## src/rtl/xxtea_pkg.sv

```systemverilog
// ----------------------------------------------------------------------------
// xxtea_pkg
// Shared types, constants and the round-count table of the XXTEA block.
// ----------------------------------------------------------------------------
package xxtea_pkg;

   localparam logic [31:0] DELTA = 32'h9e3779b9;

   typedef enum logic [2:0] {
      ST_LOAD,
      ST_SETUP,
      ST_PRIME_CUR,
      ST_PRIME_NEAR,
      ST_RUN,
      ST_EMIT
   } state_type;

   // Operands of one mixing step.
   typedef struct packed {
      logic [31:0] sum;
      logic [31:0] y;
      logic [31:0] z;
      logic [31:0] key;
      logic [31:0] base;
      logic        subtract;
   } mix_op_type;

   // Number of rounds, 6 + 52/n, for a message of n words.
   function automatic logic [5:0] rounds_for(input logic [6:0] n);
      logic [5:0] r;
      case (n) inside
         7'd1:            r = 6'd58;
         7'd2:            r = 6'd32;
         7'd3:            r = 6'd23;
         7'd4:            r = 6'd19;
         7'd5:            r = 6'd16;
         7'd6:            r = 6'd14;
         7'd7:            r = 6'd13;
         7'd8:            r = 6'd12;
         [7'd9:7'd10]:    r = 6'd11;
         [7'd11:7'd13]:   r = 6'd10;
         [7'd14:7'd17]:   r = 6'd9;
         [7'd18:7'd26]:   r = 6'd8;
         [7'd27:7'd52]:   r = 6'd7;
         default:         r = 6'd6;
      endcase
      return r;
   endfunction

endpackage

```

## src/rtl/xxtea_mix.sv

```systemverilog
// ----------------------------------------------------------------------------
// xxtea_mix
// One XXTEA mixing step: the MX function added to or subtracted from a word.
// ----------------------------------------------------------------------------
module xxtea_mix (
   input  xxtea_pkg::mix_op_type op,
   output logic [31:0]           result
);

   logic [31:0] mx_a;
   logic [31:0] mx_b;
   logic [31:0] mx;

   assign mx_a   = ((op.z >> 5) ^ (op.y << 2)) + ((op.y >> 3) ^ (op.z << 4));
   assign mx_b   = (op.sum ^ op.y) + (op.key ^ op.z);
   assign mx     = mx_a ^ mx_b;
   assign result = op.subtract ? (op.base - mx) : (op.base + mx);

endmodule

```

## src/rtl/xxtea_block_cipher.sv

```systemverilog
// ----------------------------------------------------------------------------
// xxtea_block_cipher
// XXTEA encryption and decryption of messages of 1 to MAX_WORDS words.
// ----------------------------------------------------------------------------
// Words are taken one per cycle while busy is low; the word marked last picks
// the mode and starts processing. The block then stays busy through the setup
// and priming states, rounds = 6 + 52/n rounds of word updates by the single
// mixing unit, one update per cycle against the one-read, one-write message
// memory, and the emission of one result word per cycle. Results come out on
// consecutive cycles, one cycle each under rsp_strobe, and cannot be stalled.
// Words beyond MAX_WORDS are dropped and flag overflow on every result word.
module xxtea_block_cipher #(
   parameter int MAX_WORDS = 64
) (
   input  logic        clock,
   input  logic        reset,
   input  logic        start,
   output logic        busy,
   input  logic [31:0] req_data_word,
   input  logic        req_cmd,
   input  logic        req_last_in,
   output logic        rsp_strobe,
   output logic [31:0] rsp_result_word,
   output logic        rsp_last_out,
   output logic        rsp_overflow,
   input  logic        csr_we,
   input  logic [1:0]  csr_index,
   input  logic [31:0] csr_wdata
);

   localparam int AW = (MAX_WORDS > 1) ? $clog2(MAX_WORDS) : 1;
   localparam int CW = $clog2(MAX_WORDS + 1);

   xxtea_pkg::state_type state_ff, state_in;

   logic [31:0]   key_ff [4];
   logic [CW-1:0] cnt_ff, cnt_in;
   logic          ovf_ff, ovf_in;
   logic          dec_ff, dec_in;
   logic [CW-1:0] n_ff, n_in;
   logic [5:0]    rnd_ff, rnd_in;
   logic [31:0]   sum_ff, sum_in;
   logic [AW-1:0] idx_ff, idx_in;
   logic [31:0]   cur_ff, cur_in;
   logic [31:0]   near_ff, near_in;
   logic [31:0]   edge_ff, edge_in;
   logic          byp_ff, byp_in;
   logic          rsp_strobe_ff, rsp_strobe_in;
   logic          rsp_last_ff, rsp_last_in;
   logic          rsp_ovf_ff, rsp_ovf_in;

   logic [31:0]   msg_mem [MAX_WORDS];
   logic [31:0]   mem_rdata_ff;
   logic          mem_we;
   logic [AW-1:0] mem_waddr;
   logic [AW-1:0] mem_raddr;
   logic [31:0]   mem_wdata;

   logic [AW-1:0] n_last;
   logic [AW-1:0] first_idx;
   logic [AW-1:0] last_idx;
   logic [AW-1:0] nbr_idx;
   logic [AW-1:0] nbr_nbr;
   logic [AW-1:0] nbr_first;
   logic          last_step;
   logic          has_room;
   logic [31:0]   far_val;
   logic [31:0]   dec_sum;
   logic [31:0]   mix_result;
   xxtea_pkg::mix_op_type mix_op;

   // The first word touched in a round is 0 upward for encryption and n-1
   // downward for decryption; the neighbor is the next word in that walk.
   assign n_last    = AW'(n_ff - CW'(1));
   assign first_idx = dec_ff ? n_last : '0;
   assign last_idx  = dec_ff ? '0 : n_last;
   assign nbr_idx   = dec_ff ? (idx_ff - AW'(1)) : (idx_ff + AW'(1));
   assign nbr_nbr   = dec_ff ? (idx_ff - AW'(2)) : (idx_ff + AW'(2));
   assign nbr_first = dec_ff ? (first_idx - AW'(1)) : (first_idx + AW'(1));
   assign last_step = (idx_ff == last_idx);
   assign has_room  = (cnt_ff < CW'(MAX_WORDS));
   assign dec_sum   = 32'({26'd0, rnd_ff} * xxtea_pkg::DELTA);

   // The wrap-around operand of a round's final step is the first word as
   // already updated in that round, held in edge_ff. The bypass covers a
   // two-word message, where the next read hits the word written right now.
   assign far_val = last_step ? edge_ff : (byp_ff ? near_ff : mem_rdata_ff);

   always_comb begin
      mix_op.sum      = sum_ff;
      mix_op.y        = dec_ff ? near_ff : far_val;
      mix_op.z        = dec_ff ? far_val : near_ff;
      mix_op.key      = key_ff[2'(idx_ff) ^ sum_ff[3:2]];
      mix_op.base     = cur_ff;
      mix_op.subtract = dec_ff;
   end

   xxtea_mix u_mix (
      .op     (mix_op),
      .result (mix_result)
   );

   always_comb begin
      state_in      = state_ff;
      cnt_in        = cnt_ff;
      ovf_in        = ovf_ff;
      dec_in        = dec_ff;
      n_in          = n_ff;
      rnd_in        = rnd_ff;
      sum_in        = sum_ff;
      idx_in        = idx_ff;
      cur_in        = cur_ff;
      near_in       = near_ff;
      edge_in       = edge_ff;
      byp_in        = 1'b0;
      rsp_strobe_in = 1'b0;
      rsp_last_in   = 1'b0;
      rsp_ovf_in    = 1'b0;
      mem_we        = 1'b0;
      mem_waddr     = AW'(cnt_ff);
      mem_wdata     = req_data_word;
      mem_raddr     = first_idx;
      unique case (state_ff)
         xxtea_pkg::ST_LOAD: begin
            if (start) begin
               if (has_room) begin
                  mem_we = 1'b1;
                  cnt_in = cnt_ff + CW'(1);
               end else begin
                  ovf_in = 1'b1;
               end
               if (req_last_in) begin
                  dec_in   = req_cmd;
                  n_in     = has_room ? (cnt_ff + CW'(1)) : cnt_ff;
                  state_in = xxtea_pkg::ST_SETUP;
               end
            end
         end
         xxtea_pkg::ST_SETUP: begin
            rnd_in    = xxtea_pkg::rounds_for(7'(n_ff));
            mem_raddr = first_idx;
            state_in  = xxtea_pkg::ST_PRIME_CUR;
         end
         xxtea_pkg::ST_PRIME_CUR: begin
            cur_in    = mem_rdata_ff;
            edge_in   = mem_rdata_ff;
            mem_raddr = last_idx;
            sum_in    = dec_ff ? dec_sum : xxtea_pkg::DELTA;
            state_in  = xxtea_pkg::ST_PRIME_NEAR;
         end
         xxtea_pkg::ST_PRIME_NEAR: begin
            near_in   = mem_rdata_ff;
            mem_raddr = nbr_first;
            idx_in    = first_idx;
            state_in  = xxtea_pkg::ST_RUN;
         end
         xxtea_pkg::ST_RUN: begin
            mem_we    = 1'b1;
            mem_waddr = idx_ff;
            mem_wdata = mix_result;
            near_in   = mix_result;
            if (idx_ff == first_idx) begin
               edge_in = mix_result;
            end
            if (last_step) begin
               cur_in    = (idx_ff == first_idx) ? mix_result : edge_ff;
               idx_in    = first_idx;
               mem_raddr = nbr_first;
               byp_in    = (nbr_first == idx_ff);
               sum_in    = dec_ff ? (sum_ff - xxtea_pkg::DELTA) : (sum_ff + xxtea_pkg::DELTA);
               rnd_in    = rnd_ff - 6'd1;
               if (rnd_ff == 6'd1) begin
                  idx_in   = '0;
                  state_in = xxtea_pkg::ST_EMIT;
               end
            end else begin
               cur_in    = far_val;
               idx_in    = nbr_idx;
               mem_raddr = nbr_nbr;
            end
         end
         xxtea_pkg::ST_EMIT: begin
            mem_raddr     = idx_ff;
            rsp_strobe_in = 1'b1;
            rsp_last_in   = (idx_ff == n_last);
            rsp_ovf_in    = ovf_ff;
            idx_in        = idx_ff + AW'(1);
            if (idx_ff == n_last) begin
               cnt_in   = '0;
               ovf_in   = 1'b0;
               state_in = xxtea_pkg::ST_LOAD;
            end
         end
         default: begin
            state_in = xxtea_pkg::ST_LOAD;
         end
      endcase
   end

   always_ff @(posedge clock) begin
      if (reset) begin
         state_ff      <= xxtea_pkg::ST_LOAD;
         cnt_ff        <= '0;
         ovf_ff        <= 1'b0;
         rsp_strobe_ff <= 1'b0;
         for (int k = 0; k < 4; k++) begin
            key_ff[k] <= '0;
         end
      end else begin
         state_ff      <= state_in;
         cnt_ff        <= cnt_in;
         ovf_ff        <= ovf_in;
         rsp_strobe_ff <= rsp_strobe_in;
         if (csr_we) begin
            key_ff[csr_index] <= csr_wdata;
         end
      end
   end

   always_ff @(posedge clock) begin
      dec_ff      <= dec_in;
      n_ff        <= n_in;
      rnd_ff      <= rnd_in;
      sum_ff      <= sum_in;
      idx_ff      <= idx_in;
      cur_ff      <= cur_in;
      near_ff     <= near_in;
      edge_ff     <= edge_in;
      byp_ff      <= byp_in;
      rsp_last_ff <= rsp_last_in;
      rsp_ovf_ff  <= rsp_ovf_in;
   end

   always_ff @(posedge clock) begin
      if (mem_we) begin
         msg_mem[mem_waddr] <= mem_wdata;
      end
      mem_rdata_ff <= msg_mem[mem_raddr];
   end

   assign busy            = (state_ff != xxtea_pkg::ST_LOAD);
   assign rsp_strobe      = rsp_strobe_ff;
   assign rsp_result_word = mem_rdata_ff;
   assign rsp_last_out    = rsp_last_ff;
   assign rsp_overflow    = rsp_ovf_ff;

   a_strobe_after_emit: assert property (@(posedge clock) disable iff (reset)
      rsp_strobe_ff |-> $past(state_ff) == xxtea_pkg::ST_EMIT)
      else $error("result word strobed outside emission");

   a_last_has_strobe: assert property (@(posedge clock) disable iff (reset)
      rsp_last_ff |-> rsp_strobe_ff)
      else $error("last marker without a result word");

   a_run_index_in_range: assert property (@(posedge clock) disable iff (reset)
      state_ff == xxtea_pkg::ST_RUN |-> (CW'(idx_ff) < n_ff) && (rnd_ff != 6'd0))
      else $error("mixing step outside the message or past the last round");

   a_count_bounded: assert property (@(posedge clock) disable iff (reset)
      cnt_ff <= CW'(MAX_WORDS))
      else $error("word count beyond capacity");

   a_idle_after_last: assert property (@(posedge clock) disable iff (reset)
      rsp_strobe_ff && rsp_last_ff |-> state_ff == xxtea_pkg::ST_LOAD && cnt_ff == '0)
      else $error("block not idle after the last result word");

endmodule
```

## config.mk

```make
export PLATFORM = sky130hd
export DESIGN_NAME = xxtea_block_cipher
export DESIGN_NICKNAME = d
export VERILOG_FILES = /design/src/rtl/xxtea_pkg.sv /design/src/rtl/xxtea_mix.sv /design/src/rtl/xxtea_block_cipher.sv
export SDC_FILE = /design/constraint.sdc
export NUM_CORES = 2
export LEC_CHECK = 0
export BUFFER_PORTS_ARGS = -buffer_cell sky130_fd_sc_hd__buf_2
export CAP_MARGIN = 20
export CELL_PAD_IN_SITES_DETAIL_PLACEMENT = 0
export CELL_PAD_IN_SITES_GLOBAL_PLACEMENT = 1
export CORE_AREA = 3 3 433 542
export DETAILED_ROUTE_END_ITERATION = 16
export DIE_AREA = 0 0 436 545
export PLACE_DENSITY_LB_ADDON = 0.1
export SYNTH_ARGS = -nofsm -noshare
export SYNTH_HDL_FRONTEND = slang
export SYNTH_SLANG_ARGS = --single-unit
```

## constraint.sdc

```tcl
create_clock -name clock -period 11.8 [get_ports clock]
set_input_delay 2.36 -clock clock [delete_from_list [all_inputs] [get_ports clock]]
set_output_delay 2.36 -clock clock [all_outputs]
set_load 0.005 [all_outputs]
```

==> metrics.txt <==
routed len/inst=29.04 µm; worst setup path class=flip-flop to flip-flop; Area Overhead vs Synth=11.80%; count of final hold-check violations=0; Initial Util=0.4680; post-cts resize count=0; VDD IR-drop max=249.0 µV; row cnt=197; status=finished, violations left; Final WS setup=around 0.5 ns; slew margin rel.=0.2495; Max Clock Freq=~89 MHz; clk root buf=clkbuf_16; P_int=17.95 mW; final estimated routing congestion in global placement=0.9398; Design Power=~29 mW; Hold Crit Class=flip-flop to flip-flop; CP Capture Type=flip-flop; Post-Synthesis Cell Area=around 0.11 mm²; crit path max fanout=between 60 and 70; die area=0.2376 mm²; CTS tree=built; Worst setup SP type=flip-flop; final core occ=0.5232; P per Cell Area=241.0 mW/mm²; Die Width=436 µm; vias in the first global route=70737; drt pass-1 iters=6; Clock Power Share=0.248; post-synth cell types=between 70 and 80; syn_area_per_cell=~12 µm²; first-pass GRT wire length=512200 µm; I/O pin cnt=roughly 110; sw frac=0.3815; final period demand of the worst path=11.30 ns; failing checks=antenna rules; WP data required=12.36 ns; RSZ-0062 raised after global routing=no; ys async rst share=0; most frequent CP cell=xnor2_1; combinational share of power=0.410; Slowest cell on crit path=xnor2_1; NetSw=11.07 mW; register area share after synthesis=0.6565; Detailed Route WL=around 360000 µm; total setup buffers inserted after CTS=0; Setup Viol. Count Final=0; CP max stage delay=a little over 0.8 ns; drt drc=0; final setup TNS=0 ns; via/cell ratio=6.021; fin crit share=0.9575; Clk pin slew, worst setup/hold paths=0.06 ns; WP buf/inv=4; largest net degree at the start of global routing=~140; Post-synth top flop=edfxtp_1; Vias=74248; Net Count, Synth=9343; clock skew=~0.090 ns; Die Ht=545 µm; clk sinks=2371; Worst path top cell family by delay=compound AO/OA/AOI/OAI gates; layout net count=9359; Sequential Power Share=0.342; Syn Inst Count=9041; global route total overflow=0; HPWL Detailed=roughly 220000 µm; clock buffer depth=4; cts hold-fix bufs=0; antenna violations before repair=12; Arr. time, crit path=between 10 and 15 ns; Post-synth EDFFs=2324; max cap viols=0; Placed Cells=11903; Place WS=about 0.83 ns; Max Slew Vio Count=0; Slew @ Worst Pin=1.114 ns; DRT iter0 DRCs=7372; Port Buffers=107; Final Instance Count excl. Fillers=12332; flops & latches, synth=2371; Num CTS Buffers=235; ANT nets after route=1; Core Region=0.2302 mm²; Synth warnings=0; Pleak=42.20 nW; worst-skew pair later-pin latency=a little over 0.9 ns; H-tree lvl count=4; fraction of layout cells with a size suffix above 1=0.09286; GRT Util Overall=0.2944
## power by group through the flow
stage	Combinational, mW	Clock [mW]	Sequential, mW
after detailed placement	11.7	0	10.1
after floorplan	7.78	0	9.94
final	11.9	7.20	9.93
after global placement	11.8	0	10.1
after CTS	11.8	7.33	9.92
after global routing	12.9	7.64	9.93
## through the flow
step	instance area, µm²	hold slack (ns)
3_3_place_gp	113200	0.4831
4_1_cts	120400	0.5033
6_report	120500	0.5000
5_1_grt	120400	0.5238
3_5_place_dp	113200	0.4858
2_1_floorplan	107700	0.4533
## registers in the layout, indices dropped and copies added (netlist names)
signal,cells
cur_ff,32
rnd_ff,6
ovf_ff,1
rsp_result_word,32
dec_ff,1
near_ff,32
n_ff,7
rsp_overflow,1
idx_ff,6
edge_ff,32
state_ff,3
sum_ff,32
rsp_last_out,1
msg_mem,2048
byp_ff,1
key_ff,128
rsp_strobe,1
cnt_ff,7
## layer usage
layer  vias to the layer above  routed length (µm)  GRT usage
met4                         6               13330     0.1001
met2                      2663              175500     0.5003
met1                     37634              147200     0.3920
li1                      33338                   -          -
met5                         -                  39          0
met3                       607               22150    0.03750
## cell usage after synthesis (all sizes together), types with 47 or more instances
master,instances,share of area
and3,273,0.016
and2,145,0.0084
xor2,120,0.0098
dfxtp,47,0.0087
a21o,69,0.0048
ha,193,0.022
inv,128,0.0045
nand3,557,0.026
nand2,2427,0.085
a211oi,82,0.0057
a311oi,389,0.032
xnor2,229,0.019
o22ai,67,0.0039
o21ai,178,0.0083
buf,143,0.0059
a21oi,325,0.015
a31oi,191,0.011
nor2,213,0.0074
clkbuf,432,0.015
nor3,47,0.0023
edfxtp,2324,0.65
## area by class of cell
| cell class | instances | area [µm²] |
|---|---|---|
| multi-input combinational | 5966 | 35140 |
| clock inverter | 131 | 1080 |
| tap | 3084 | 3859 |
| timing repair buffer | 354 | 3010 |
| inverter | 129 | 484.2 |
| fill | 19866 | 109800 |
| sequential | 2371 | 70730 |
| antenna | 8 | 20.02 |
| clock buffer | 289 | 6135 |
## final timing paths
check,startpoint,endpoint,slack (ns),depth (start not counted)
worst max-delay path,n_ff[0],msg_mem[35][31],0.50,38
worst min-delay path,ovf_ff,rsp_overflow,0.50,1
worst max register to register,n_ff[0],msg_mem[35][31],0.50,38
worst min register to register,ovf_ff,rsp_overflow,0.50,1
## worst register-to-register path: cells and delay by family, from the launching register on
| family | cells | cell delay (ns) |
|---|---|---|
| AOI/OAI and AO/OA | 15 | 4.08 |
| xor gates and xnor gates | 8 | 2.50 |
| adders and majority gates | 3 | 1.08 |
| buffers and inverters | 4 | 0.70 |
| DFF | 1 | 0.62 |
| and+or+nand+nor | 8 | 1.97 |
## cell usage in the layout (no fill, tap or decap), drive strengths merged, types with 191 or more instances in the layout
master / instances
clkbuf: 289
buf: 354
nand2: 2427
ha: 193
a31oi: 191
nand3: 557
edfxtp: 2324
nor2: 213
a311oi: 389
a21oi: 325
and3: 273
xnor2: 229
## cell families after synthesis
group,Yosys count,share of synthesized area
AND/OR/NAND/NOR,3811,0.1538
flip-flops,2371,0.6565
adder cells (fa/ha/maj),230,0.02929
multiplexers,57,0.009186
buffers and inverters,704,0.02543
AO/OA/AOI/OAI,1517,0.09694
XOR/XNOR,351,0.02886
No activity file was read; power rests on OpenSTA's default activity.
